**src/sv/brr_pkg.sv**
```systemverilog
// shared types and constants for the block-adaptive pcm decoder
// no dependencies; imported by every module of the decoder
`timescale 1ns / 1ps

package brr_pkg;

   // field widths
   localparam int VOICE_W     = 3;
   localparam int HEADER_W    = 8;
   localparam int PAYLOAD_W   = 64;
   localparam int POS_W       = 4;
   localparam int SAMPLE_W    = 15;
   localparam int HIST_W      = 16;
   localparam int REQ_TDATA_W = 80;
   localparam int RSP_TDATA_W = 24;

   // defaults and sizes
   localparam int NUM_VOICES_DEF = 8;
   localparam int QUEUE_DEPTH    = 2;

   // arithmetic constants
   localparam int SHIFT_MAX = 12;
   localparam int SAT_MAX   = 32767;
   localparam int SAT_MIN   = -32768;
   localparam int BIG_NEG   = -4096;
   localparam logic [POS_W-1:0] LAST_POS = 4'hf;

   // prediction filter codes
   localparam logic [1:0] FILT_NONE = 2'd0;
   localparam logic [1:0] FILT_ONE  = 2'd1;
   localparam logic [1:0] FILT_TWO  = 2'd2;
   localparam logic [1:0] FILT_THREE = 2'd3;

   // one classified block on its way from front to back
   typedef struct packed {
      logic [VOICE_W-1:0]   voice;
      logic [3:0]           shift;
      logic [1:0]           filt;
      logic                 loop_mark;
      logic                 end_mark;
      logic                 hist_ok;
      logic [PAYLOAD_W-1:0] payload;
   } brr_blk_type;

endpackage

```
**src/sv/brr_block_decoder_top.sv**
```systemverilog
// top level of the block-adaptive pcm decoder: front, queue and back end
// depends on brr_pkg, brr_front, brr_queue, brr_back
`timescale 1ns / 1ps

// Each request beat carries one nine-byte compressed block (voice, header byte,
// eight data bytes) and produces sixteen response beats, one decoded sample each,
// the sixteenth with tlast set. The back end makes one sample per clock while the
// consumer takes them; that rate is set by the prediction filter, where each
// sample depends on the one decoded just before it. The next block is taken in the
// same cycle as the previous block's last sample, also for the same voice, since the
// fresh history is forwarded. The front stage and a two-entry queue keep taking
// blocks while the back end works, and the response register lets the back end run
// one sample ahead of a stalled consumer. Voice history resets to zero and needs no
// clearing pass; a voice number at or above NUM_VOICES decodes with zero history
// and leaves all history untouched.

module brr_block_decoder_top #(
   parameter int NUM_VOICES = brr_pkg::NUM_VOICES_DEF
) (
   input  logic                            clock,
   input  logic                            reset,
   // req_tdata: voice[2:0], header[10:3], payload[74:11], zero fill to 80 bits
   input  logic                            req_tvalid,
   output logic                            req_tready,
   input  logic [brr_pkg::REQ_TDATA_W-1:0] req_tdata,
   // rsp_tdata: voice_out[2:0], position[6:3], sample[21:7], end_mark[22], loop_mark[23]
   output logic                            rsp_tvalid,
   input  logic                            rsp_tready,
   output logic [brr_pkg::RSP_TDATA_W-1:0] rsp_tdata,
   output logic                            rsp_tlast
);
   import brr_pkg::*;

   brr_blk_type front_data, queue_data;
   logic        front_valid, front_ready;
   logic        queue_valid, queue_ready;

   // accept and classify
   brr_front #(
      .NUM_VOICES (NUM_VOICES)
   ) u_front (
      .clock      (clock),
      .reset      (reset),
      .req_tvalid (req_tvalid),
      .req_tready (req_tready),
      .req_tdata  (req_tdata),
      .blk_valid  (front_valid),
      .blk_ready  (front_ready),
      .blk_data   (front_data)
   );

   // decouple front from back
   brr_queue u_queue (
      .clock     (clock),
      .reset     (reset),
      .in_valid  (front_valid),
      .in_ready  (front_ready),
      .in_data   (front_data),
      .out_valid (queue_valid),
      .out_ready (queue_ready),
      .out_data  (queue_data)
   );

   // decode samples
   brr_back #(
      .NUM_VOICES (NUM_VOICES)
   ) u_back (
      .clock      (clock),
      .reset      (reset),
      .blk_valid  (queue_valid),
      .blk_ready  (queue_ready),
      .blk_data   (queue_data),
      .rsp_tvalid (rsp_tvalid),
      .rsp_tready (rsp_tready),
      .rsp_tdata  (rsp_tdata),
      .rsp_tlast  (rsp_tlast)
   );

endmodule

```
**src/sv/brr_front.sv**
```systemverilog
// front stage: accepts compressed blocks and classifies the header
// depends on brr_pkg
`timescale 1ns / 1ps

module brr_front #(
   parameter int NUM_VOICES = brr_pkg::NUM_VOICES_DEF
) (
   input  logic                            clock,
   input  logic                            reset,
   input  logic                            req_tvalid,
   output logic                            req_tready,
   input  logic [brr_pkg::REQ_TDATA_W-1:0] req_tdata,
   output logic                            blk_valid,
   input  logic                            blk_ready,
   output brr_pkg::brr_blk_type            blk_data
);
   import brr_pkg::*;

   logic        full_ff, full_in;
   brr_blk_type blk_ff, blk_in;
   logic [VOICE_W-1:0]   voice;
   logic [HEADER_W-1:0]  header;
   logic [PAYLOAD_W-1:0] payload;

   // unpack the beat
   assign voice   = req_tdata[VOICE_W-1:0];
   assign header  = req_tdata[VOICE_W +: HEADER_W];
   assign payload = req_tdata[VOICE_W+HEADER_W +: PAYLOAD_W];

   // header split and voice range check
   always_comb begin
      blk_in.voice     = voice;
      blk_in.shift     = header[7:4];
      blk_in.filt      = header[3:2];
      blk_in.loop_mark = header[1];
      blk_in.end_mark  = header[0];
      blk_in.hist_ok   = (32'(voice) < NUM_VOICES);
      blk_in.payload   = payload;
   end

   assign req_tready = !full_ff || blk_ready;
   assign blk_valid  = full_ff;
   assign blk_data   = blk_ff;

   // stage occupancy
   always_comb begin
      full_in = full_ff;
      if (req_tvalid && req_tready) begin
         full_in = 1'b1;
      end else if (blk_ready) begin
         full_in = 1'b0;
      end
   end

   always_ff @(posedge clock) begin
      if (reset) begin
         full_ff <= 1'b0;
      end else begin
         full_ff <= full_in;
      end
   end

   // payload register
   always_ff @(posedge clock) begin
      if (req_tvalid && req_tready) begin
         blk_ff <= blk_in;
      end
   end

endmodule

```
**src/sv/brr_queue.sv**
```systemverilog
// short block queue between the front and the decode back end
// depends on brr_pkg
`timescale 1ns / 1ps

module brr_queue (
   input  logic                 clock,
   input  logic                 reset,
   input  logic                 in_valid,
   output logic                 in_ready,
   input  brr_pkg::brr_blk_type in_data,
   output logic                 out_valid,
   input  logic                 out_ready,
   output brr_pkg::brr_blk_type out_data
);
   import brr_pkg::*;

   localparam int PTR_W = (QUEUE_DEPTH > 1) ? $clog2(QUEUE_DEPTH) : 1;
   localparam int CNT_W = $clog2(QUEUE_DEPTH + 1);

   brr_blk_type      entry_ff [QUEUE_DEPTH];
   logic [PTR_W-1:0] wr_ptr_ff, wr_ptr_in;
   logic [PTR_W-1:0] rd_ptr_ff, rd_ptr_in;
   logic [CNT_W-1:0] count_ff, count_in;
   logic             push, pop;

   assign in_ready  = (count_ff != CNT_W'(QUEUE_DEPTH));
   assign out_valid = (count_ff != '0);
   assign out_data  = entry_ff[rd_ptr_ff];
   assign push      = in_valid && in_ready;
   assign pop       = out_valid && out_ready;

   // pointer and count update
   always_comb begin
      wr_ptr_in = wr_ptr_ff;
      rd_ptr_in = rd_ptr_ff;
      count_in  = count_ff;
      if (push) begin
         wr_ptr_in = (wr_ptr_ff == PTR_W'(QUEUE_DEPTH - 1)) ? '0 : wr_ptr_ff + 1'b1;
      end
      if (pop) begin
         rd_ptr_in = (rd_ptr_ff == PTR_W'(QUEUE_DEPTH - 1)) ? '0 : rd_ptr_ff + 1'b1;
      end
      if (push && !pop) begin
         count_in = count_ff + 1'b1;
      end else if (pop && !push) begin
         count_in = count_ff - 1'b1;
      end
   end

   always_ff @(posedge clock) begin
      if (reset) begin
         wr_ptr_ff <= '0;
         rd_ptr_ff <= '0;
         count_ff  <= '0;
      end else begin
         wr_ptr_ff <= wr_ptr_in;
         rd_ptr_ff <= rd_ptr_in;
         count_ff  <= count_in;
      end
   end

   // entry storage
   always_ff @(posedge clock) begin
      if (push) begin
         entry_ff[wr_ptr_ff] <= in_data;
      end
   end

endmodule

```
**src/sv/brr_back.sv**
```systemverilog
// decode back end: one sample per cycle unless the output stalls, per-voice history, output register
// depends on brr_pkg
`timescale 1ns / 1ps

module brr_back #(
   parameter int NUM_VOICES = brr_pkg::NUM_VOICES_DEF
) (
   input  logic                            clock,
   input  logic                            reset,
   input  logic                            blk_valid,
   output logic                            blk_ready,
   input  brr_pkg::brr_blk_type            blk_data,
   output logic                            rsp_tvalid,
   input  logic                            rsp_tready,
   output logic [brr_pkg::RSP_TDATA_W-1:0] rsp_tdata,
   output logic                            rsp_tlast
);
   import brr_pkg::*;

   localparam int VIDX_W = (NUM_VOICES > 1) ? $clog2(NUM_VOICES) : 1;
   localparam int ACC_W  = 20;

   // block in progress
   logic              busy_ff, busy_in;
   logic [POS_W-1:0]  pos_ff, pos_in;
   brr_blk_type       cur_ff, cur_in;
   logic signed [HIST_W-1:0] p1_ff, p1_in, p2_ff, p2_in;

   // per-voice history
   logic signed [HIST_W-1:0] hist_prev_ff  [NUM_VOICES];
   logic signed [HIST_W-1:0] hist_prev2_ff [NUM_VOICES];

   // output register
   logic                 rsp_valid_ff;
   logic [VOICE_W-1:0]   rsp_voice_ff;
   logic [POS_W-1:0]     rsp_pos_ff;
   logic [SAMPLE_W-1:0]  rsp_sample_ff;
   logic                 rsp_end_ff, rsp_loop_ff, rsp_last_ff;

   logic advance, finishing, load, bypass;
   logic [VIDX_W-1:0] cur_idx, head_idx;
   logic [3:0]        voice_cur_ext, voice_head_ext;
   logic signed [3:0]        nib;
   logic signed [16:0]       scaled_full;
   logic signed [ACC_W-1:0]  scaled, pred, acc, p1e, p2e;
   logic signed [HIST_W-1:0] sat;
   logic signed [HIST_W-1:0] new_s;
   logic signed [HIST_W-1:0] head_p1, head_p2;

   assign advance   = busy_ff && (!rsp_valid_ff || rsp_tready);
   assign finishing = advance && (pos_ff == LAST_POS);
   assign blk_ready = !busy_ff || finishing;
   assign load      = blk_valid && blk_ready;

   assign voice_cur_ext  = {1'b0, cur_ff.voice};
   assign voice_head_ext = {1'b0, blk_data.voice};
   assign cur_idx  = voice_cur_ext[VIDX_W-1:0];
   assign head_idx = voice_head_ext[VIDX_W-1:0];

   // nibble pick, high nibble of the first byte first
   function automatic logic [3:0] blk_nib(input logic [PAYLOAD_W-1:0] data,
                                          input logic [POS_W-1:0] pos);
      logic [5:0] base;
      base = {~pos, 2'b00};
      return data[base +: 4];
   endfunction

   assign nib = signed'(blk_nib(cur_ff.payload, pos_ff));

   // scale by the header shift; a shift above SHIFT_MAX gives BIG_NEG for a negative nibble, else zero
   always_comb begin
      scaled_full = 17'(nib) <<< cur_ff.shift;
      if (32'(cur_ff.shift) <= SHIFT_MAX) begin
         scaled = ACC_W'(scaled_full >>> 1);
      end else if (nib < 0) begin
         scaled = ACC_W'(BIG_NEG);
      end else begin
         scaled = '0;
      end
   end

   // prediction from the two previous samples
   always_comb begin
      p1e = ACC_W'(p1_ff);
      p2e = ACC_W'(p2_ff);
      case (cur_ff.filt)
         FILT_NONE: begin
            pred = '0;
         end
         FILT_ONE: begin
            pred = p1e + ((-p1e) >>> 4);
         end
         FILT_TWO: begin
            pred = ACC_W'((p1e <<< 1) + ((-(p1e * 3)) >>> 5) - p2e + (p2e >>> 4));
         end
         FILT_THREE: begin
            pred = ACC_W'((p1e <<< 1) + ((-(p1e * 13)) >>> 6) - p2e + ((p2e * 3) >>> 4));
         end
         default: begin
            pred = '0;
         end
      endcase
      acc = scaled + pred;
   end

   // clamp to 16 bits, then wrap to 15
   always_comb begin
      if (acc < ACC_W'(SAT_MIN)) begin
         sat = HIST_W'(SAT_MIN);
      end else if (acc > ACC_W'(SAT_MAX)) begin
         sat = HIST_W'(SAT_MAX);
      end else begin
         sat = acc[HIST_W-1:0];
      end
      new_s = signed'({sat[SAMPLE_W-1], sat[SAMPLE_W-1:0]});
   end

   // history for the next block, forwarded when the same voice just finished
   assign bypass = finishing && cur_ff.hist_ok && (cur_ff.voice == blk_data.voice);

   always_comb begin
      if (bypass) begin
         head_p1 = new_s;
         head_p2 = p1_ff;
      end else if (blk_data.hist_ok) begin
         head_p1 = hist_prev_ff[head_idx];
         head_p2 = hist_prev2_ff[head_idx];
      end else begin
         head_p1 = '0;
         head_p2 = '0;
      end
   end

   // sequencing of the current block
   always_comb begin
      busy_in = busy_ff;
      pos_in  = pos_ff;
      cur_in  = cur_ff;
      p1_in   = p1_ff;
      p2_in   = p2_ff;
      if (load) begin
         busy_in = 1'b1;
         pos_in  = '0;
         cur_in  = blk_data;
         p1_in   = head_p1;
         p2_in   = head_p2;
      end else if (advance) begin
         busy_in = !finishing;
         pos_in  = pos_ff + 1'b1;
         p1_in   = new_s;
         p2_in   = p1_ff;
      end
   end

   always_ff @(posedge clock) begin
      if (reset) begin
         busy_ff <= 1'b0;
         pos_ff  <= '0;
      end else begin
         busy_ff <= busy_in;
         pos_ff  <= pos_in;
      end
   end

   always_ff @(posedge clock) begin
      cur_ff <= cur_in;
      p1_ff  <= p1_in;
      p2_ff  <= p2_in;
   end

   // history write at the end of a block
   always_ff @(posedge clock) begin
      if (reset) begin
         for (int v = 0; v < NUM_VOICES; v++) begin
            hist_prev_ff[v]  <= '0;
            hist_prev2_ff[v] <= '0;
         end
      end else if (finishing && cur_ff.hist_ok) begin
         hist_prev_ff[cur_idx]  <= new_s;
         hist_prev2_ff[cur_idx] <= p1_ff;
      end
   end

   // output register
   always_ff @(posedge clock) begin
      if (reset) begin
         rsp_valid_ff <= 1'b0;
      end else if (advance) begin
         rsp_valid_ff <= 1'b1;
      end else if (rsp_tready) begin
         rsp_valid_ff <= 1'b0;
      end
   end

   always_ff @(posedge clock) begin
      if (advance) begin
         rsp_voice_ff  <= cur_ff.voice;
         rsp_pos_ff    <= pos_ff;
         rsp_sample_ff <= sat[SAMPLE_W-1:0];
         rsp_end_ff    <= cur_ff.end_mark;
         rsp_loop_ff   <= cur_ff.loop_mark;
         rsp_last_ff   <= (pos_ff == LAST_POS);
      end
   end

   assign rsp_tvalid = rsp_valid_ff;
   assign rsp_tlast  = rsp_last_ff;
   assign rsp_tdata  = {rsp_loop_ff, rsp_end_ff, rsp_sample_ff, rsp_pos_ff, rsp_voice_ff};

   // a new block is taken only when idle or on the final sample
   a_load_only_at_boundary : assert property (@(posedge clock) disable iff (reset)
      load |-> (!busy_ff || pos_ff == LAST_POS))
      else $error("block taken mid-block");

   // the final sample of a block goes out marked last
   a_last_follows_final : assert property (@(posedge clock) disable iff (reset)
      finishing |=> (rsp_valid_ff && rsp_last_ff))
      else $error("final sample not marked last");

   // an idle back end sits at position zero
   a_idle_pos_zero : assert property (@(posedge clock) disable iff (reset)
      !busy_ff |-> (pos_ff == '0))
      else $error("idle with nonzero position");

   // a mid-block step keeps the block running
   a_mid_block_busy : assert property (@(posedge clock) disable iff (reset)
      (advance && pos_ff != LAST_POS) |=> (busy_ff && pos_ff == $past(pos_ff) + 1'b1))
      else $error("block stopped before its last sample");

endmodule
```
**config.mk**
```make
export PLATFORM = sky130hd
export DESIGN_NAME = brr_block_decoder_top
export DESIGN_NICKNAME = d
export VERILOG_FILES = /design/src/sv/brr_pkg.sv /design/src/sv/brr_block_decoder_top.sv /design/src/sv/brr_front.sv /design/src/sv/brr_queue.sv /design/src/sv/brr_back.sv
export SDC_FILE = /design/constraint.sdc
export NUM_CORES = 1
export LEC_CHECK = 0
export BUFFER_PORTS_ARGS = -buffer_cell sky130_fd_sc_hd__buf_2
export CAP_MARGIN = 20
export CORE_MARGIN = 4
export CORE_UTILIZATION = 47
export CTS_CLUSTER_DIAMETER = 120
export DETAILED_ROUTE_END_ITERATION = 7
export PLACE_DENSITY_LB_ADDON = 0.2
export SLEW_MARGIN = 20
export SYNTH_ARGS = -nofsm -noshare
export SYNTH_HDL_FRONTEND = slang
export SYNTH_HIERARCHICAL = 1
export SYNTH_SLANG_ARGS = --single-unit
```
**constraint.sdc**
```tcl
create_clock -name clock -period 13.45 [get_ports clock]
set_clock_uncertainty 0.15 [all_clocks]
set_input_delay 2.69 -clock clock [delete_from_list [all_inputs] [get_ports clock]]
set_output_delay 2.69 -clock clock [all_outputs]
set_load 0.02 [all_outputs]
```
# [Word level (Yosys, flattened, before mapping)]
# Memories as Yosys holds them, arrays and structs flattened. A register that Yosys moved wholly into a read port is not among the register bits.
# Index checks and enable logic that the tools add are counted.
# W data, S select, Z words.
[word_totals] ff_bits=219 ram_bits=406 inputBits=84 out_inout_bits=27 word_cells=128 mem_count=3
[mem_list] memory="u_queue.entry_ff" depth=2 word_bits=75 rd=1 rd_ports_with_merged_regs=1 write_ports=1 line="brr_queue.sv:20" source="brr_blk_type entry_ff [QUEUE_DEPTH];"
[mem_list] memory="u_back.hist_prev2_ff" depth=8 word_bits=16 rd=1 rd_ports_with_merged_regs=0 write_ports=8 line="brr_back.sv:31" source="logic signed [HIST_W-1:0] hist_prev2_ff [NUM_VOICES];"
[mem_list] memory="u_back.hist_prev_ff" depth=8 word_bits=16 rd=1 rd_ports_with_merged_regs=0 write_ports=8 line="brr_back.sv:30" source="logic signed [HIST_W-1:0] hist_prev_ff [NUM_VOICES];"
[classes] n_addsub=16 multipliers=3 n_lt_le_gt_ge=4 eq_ne=6 n_shift=2 mux=38 bitwise=1 n_reduce_logical=27
[ops] cell="$mux W16" count=10
[ops] cell="$pmux W20 S4" count=1
[ops] cell="$shiftx A64 B7 Y4" count=1
[ops] cell="$add A17 B20 Y20" count=2
[ops] cell="$add A20 B20 Y20" count=2
[ops] cell="$mux W20" count=2
[ops] cell="$sub A20 B16 Y20" count=2
[ops] cell="$mul A16 B3 Y19 const B" count=2
[ops] cell="$reduce_or A16 Y1" count=2
[ops] cell="$mux W15" count=2
[ops] cell="$neg A26 Y26" count=1
[ops] cell="$neg A25 Y25" count=1
[ops] cell="$mul A16 B5 Y21 const B" count=1
[ops] cell="$add A20 B12 Y20" count=1
[ops] cell="$gt A20 B16 Y1 const B" count=1
[ops] cell="$lt A20 B16 Y1 const B" count=1
[ops] cell="$neg A16 Y20" count=1
[ops] cell="$mux W1" count=19
[ops] cell="$add A16 B16 Y17" count=1
[ops] cell="$sshl A4 B4 Y17" count=1
[ops] cell="$reduce_bool A2 Y1" count=5
[ops] cell="$logic_and A1 B1 Y1" count=9
[ops] cell="$logic_not A1 Y1" count=6
[ops] cell="$mux W3" count=2
[ops] cell="16 further kinds" count=21

# [Depth between registers and ports, before layout]
[depth] word_depth=12 ltp_mapped=44 depth_no_buf=42

# [Modules after synthesis]
# The synthesis kept the hierarchy.
[by_module_without_submodules] mod="brr_back" n_inst=1 cells_each=2176 area_each_um2=25152.9 seq_area_each_um2=11260.8
[by_module_without_submodules] mod="brr_queue" n_inst=1 cells_each=260 area_each_um2=5710.5 seq_area_each_um2=4664.5
[by_module_without_submodules] mod="brr_front" n_inst=1 cells_each=82 area_each_um2=2318.5 seq_area_each_um2=2272.2

# [Least setup slack after synthesis]
# No wires, ideal clock.
[synth_path] path_type="register to register" from="register u_back.p1_ff[5]" to="register u_back.p1_ff[0] (data pin)" setup_ps=274 arrival_time_ps=9304 required_ps=13026 path_slack_ps=3722 stages_incl_launch_ff=41 path_buffers=1 path_cell_list="edfxtp_1 ha_1 ha_1 inv_1 fa_1 ha_1 ha_1 or3_1 o22ai_1 o22ai_1 nand3_1 a21oi_1 o21a_1 nor2_1 xnor2_1 fa_1 inv_1 fa_1 [... 5 more ...] a21oi_1 o21bai_1 a21oi_1 xor2_1 nand2_1 o211ai_1 o21ai_0 ha_1 o21ai_0 or2_2 o31ai_1 nor3_1 o22a_1 nor4_1 a211oi_2 nor2_2 clkbuf_1 a31oi_1"
[synth_between] elab_chain_len=12 elab_cells_between_ends=21 classes_between="add/sub (11); mul (2); order compare (2); mux (6)"
[synth_lines] element="start: declaration" line="brr_back.sv:27" source="logic signed [HIST_W-1:0] p1_ff, p1_in, p2_ff, p2_in;"
[synth_lines] element="start signal: assignment" line="brr_back.sv:167" source="p1_ff <= p1_in;"
[synth_lines] element="$mul A16 B5 Y21 or $mul A16 B3 Y19 (tied branches)" line="brr_back.sv:97, brr_back.sv:94"
[synth_lines] element="$neg A26 Y26 or $neg A25 Y25 (tied branches)" line="brr_back.sv:97, brr_back.sv:94"
[synth_lines] element="$add A17 B20 Y20, on equally long branches" line="brr_back.sv:97, brr_back.sv:94"
[synth_lines] element="$sub A20 B16 Y20, on equally long branches" line="brr_back.sv:97, brr_back.sv:94"
[synth_lines] element="$add A20 B20 Y20 or $add A20 B12 Y20 (tied branches)" line="brr_back.sv:97, brr_back.sv:94"
[synth_lines] element="$pmux W20 S4 (*)" line="brr_back.sv:86" source="case (cur_ff.filt)"
[synth_lines] element="$add A20 B20 Y20 (*)" line="brr_back.sv:103" source="acc = scaled + pred;"
[synth_lines] element="$gt A20 B16 Y1" line="brr_back.sv:110" source="end else if (acc > ACC_W'(SAT_MAX)) begin"
[synth_lines] element="$mux W15" line="brr_back.sv:110"
[synth_lines] element="$mux W15 (*)" line="brr_back.sv:108" source="if (acc < ACC_W'(SAT_MIN)) begin"
[synth_lines] element="$mux W16, on equally long branches" line="brr_back.sv:147, brr_back.sv:122"
[synth_lines] element="$mux W16 (*)" line="brr_back.sv:141" source="if (load) begin"
[synth_lines] element="via u_back.p1_in[0]" line="brr_back.sv:27"
# The timed path passes the listed nets; every way through them passes the cells marked *. The select of a mux whose other input is x is not followed.
# A chain may end at the register's enable or synchronous reset.

==> impl_metrics.tcl <==
set metrics [dict create \
    holdPathStages 0 \
    clock_path_buffers 3 \
    reg2reg_setup_slack_ps 1480 \
    ios 111 \
    max_slew_margin 0.288 \
    timing.rr.start "u_back/p1_ff[3]$_DFFE_PP_" \
    cts_resized 0 \
    ctsHoldBuffers 0 \
    routed-wl-met3_um 5110 \
    fin_crit_ps 11970 \
    timing.rr.end "u_back/hist_prev_ff[2][7]$_SDFFCE_PN0P_" \
    cpPeakStageDelay_ps 810 \
    finalNetCount 2985 \
    synth_cells 2518 \
    hold_violations 0 \
    tns_ps 0 \
    drt-initial-drc-count 1571 \
    dieWidth_um 274 \
    wl_met1_um 34800 \
    dpl.hpwl_um 52100 \
    crit_type "reg2reg" \
    ys_seq_area_frac 0.548 \
    ys_async_sr_fraction 0 \
    synth_fp_nets 2893 \
    met2_length_um 37400 \
    cts_tree "done" \
    final.setup.worst_slack_ps 1480 \
    critPathMaxFanout 49 \
    place_congestion 0.876 \
    cts.clk_slew.worst_paths_ps 60 \
    required_ps 13630 \
    wire_per_inst_um 21.9 \
    cp_common_cell "ha_1" \
    rsz0062_at_grt "false" \
    synth_warnings 6 \
    timing.fmax_mhz 83.5 \
    via_per_inst 5.73 \
    clock-sinks 610 \
    post_cts_buffers 0 \
    syn_to_final_growth_pct 10.9 \
    core_um2 70000 \
    grt_usage 0.211 \
    die-area_um2 74900 \
    cp_slowest_cell "edfxtp_1" \
    drtPass1Iterations 5 \
    grt_first_pass_wirelength_um 122000 \
    synthTopCellsByArea "edfxtp_1 54%, ha_1 7.8%, mux4_2 5.5%" \
    syn_area_per_cell_um2 13.2 \
    period_share 0.890 \
    critPathCapture "u_back/hist_prev_ff[2][7]$_SDFFCE_PN0P_" \
    first_global_vias 20789 \
    synth_top_area_share 0.541 \
    synth_cell_type_count 89 \
    grt_max_degree 77 \
    antenna_found_initial 0 \
    yosysTopAreaCell "edfxtp_1" \
    drive_gt1_frac 0.170 \
    hp-class "reg2reg" \
    maxSlewViolCount 0 \
    fillers 5833 \
    initial_utilization 0.474 \
    drt_wl_total_um 78800 \
    synth-main-ff-cell "edfxtp_1" \
    cap_viol_max_count 0 \
    numPortBuffers 105 \
    post-place-ws_ps 1620 \
    drc 0 \
    synth_edf_count 598 \
    worst_pin_slew_ps 1070 \
    ctsRootBufferMaster "clkbuf_16" \
    cts-buffers-inserted 59 \
    topRoutingLayerUsed "met4" \
    synth.ff_latch_count 610 \
    cp-end-kind "flip-flop" \
    vias 20640 \
    startpoint_type "flip-flop" \
    status "finished, final reports clean" \
    arrival_ps 12160 \
    diodes 0 \
    gr-total-overflow 0 \
    die_height_um 274 \
    clk_latency_ps 630 \
    drtAntennaViolNets 0 \
    worst_r2r_path_depth 40 \
    final_cell_mix "598 x edfxtp_1, 219 x nor2_1, 209 x inv_1, 208 x ha_1, 151 x a21oi_1" \
    setup.worst_path.start "u_back/p1_ff[3]$_DFFE_PP_" \
    final_common_cell "edfxtp_1" \
    htree_levels 2 \
    syn_area_um2 33200 \
    setup_viol 0 \
    num_rows 97 \
]
[sequential cells by signal, indices dropped and copies added (netlist names), 4 cells and up, named ones only]
name	flops
u_back/hist_prev2_ff	120
u_back/p2_ff	15
u_front/blk_data	75
u_back/hist_prev_ff	120
u_back/rsp_pos_ff	4
u_back/p1_ff	15
u_back/pos_ff	4
u_back/cur_ff	73
u_back/rsp_sample_ff	15
u_queue/entry_ff	152
[layer usage]
layer,GRT usage,vias to the layer above
li1,-,9491
met1,0.302,10381
met2,0.345,675
met3,0.0329,93
met4,0.0466,0
met5,0,-
[cells in the mapped netlist, types with 25 or more instances]
library cell,n
a21o_1,25
a21oi_1,152
clkbuf_1,85
edfxtp_1,598
fa_1,83
ha_1,208
inv_1,210
mux2_2,91
mux2i_1,30
mux4_2,81
nand2_1,101
nand3_1,31
nor2_1,219
nor3_1,77
o21a_1,29
o21ai_0,69
xnor2_1,59
xor2_1,45
[critical path: cells and delay by family (launching register included)]
| family | cells | cell delay (ps) |
|---|---|---|
| xor gates and xnor gates | 2 | 270 |
| AOI/OAI and AO/OA | 16 | 3370 |
| DFF | 1 | 810 |
| and+or+nand+nor | 9 | 2970 |
| adders and majority gates | 9 | 3340 |
| buffers and inverters | 4 | 690 |
[cell families (layout without fill, tap and decap cells)]
kind of cell,Yosys count,in the layout,share of synthesized area
buf+inv,331,473,0.0391
flops,610,610,0.548
fa+ha+maj,291,291,0.129
other cells,1,1,0.000113
xor+xnor,106,106,0.0288
simple gates,559,559,0.0802
compound gates,418,418,0.0800
mux,202,202,0.0949
[stage by stage]
step	hold slack (ps)	cells	utilization	cell area (um2)
6_report	275	3600	0.525	36800
5_1_grt	294	3600	0.525	36800
4_1_cts	279	3600	0.525	36800
3_5_place_dp	262	3489	0.497	34800
3_3_place_gp	254	3487	0.496	34700
2_1_floorplan	250	2518	-	33200
[cell type report]
| type | count | area [um2] | area share |
|---|---|---|---|
| sequential | 610 | 18200 | 0.495 |
| multi-input combinational | 1577 | 13700 | 0.374 |
| clock buffer | 73 | 1530 | 0.0416 |
| tap | 940 | 1180 | 0.0320 |
| inverter | 221 | 830 | 0.0226 |
| timing repair buffer | 141 | 828 | 0.0225 |
| clock inverter | 38 | 473 | 0.0129 |
[worst min path at each step]
stage                           startpoint                          end  slack (ps)
2_1_floorplan  u_back/cur_ff[65]$_DFFE_PP_  u_back/rsp_end_ff$_DFFE_PP_         250
3_3_place_gp   u_back/cur_ff[65]$_DFFE_PP_  u_back/rsp_end_ff$_DFFE_PP_         250
3_5_place_dp   u_back/cur_ff[65]$_DFFE_PP_  u_back/rsp_end_ff$_DFFE_PP_         260
4_1_cts        u_back/cur_ff[65]$_DFFE_PP_  u_back/rsp_end_ff$_DFFE_PP_         280
5_1_grt        u_back/cur_ff[65]$_DFFE_PP_  u_back/rsp_end_ff$_DFFE_PP_         290
6_report       u_back/cur_ff[65]$_DFFE_PP_  u_back/rsp_end_ff$_DFFE_PP_         280
Power is not shown: default switching activity piles up to over one toggle a cycle in this logic, so the estimate is an artifact.
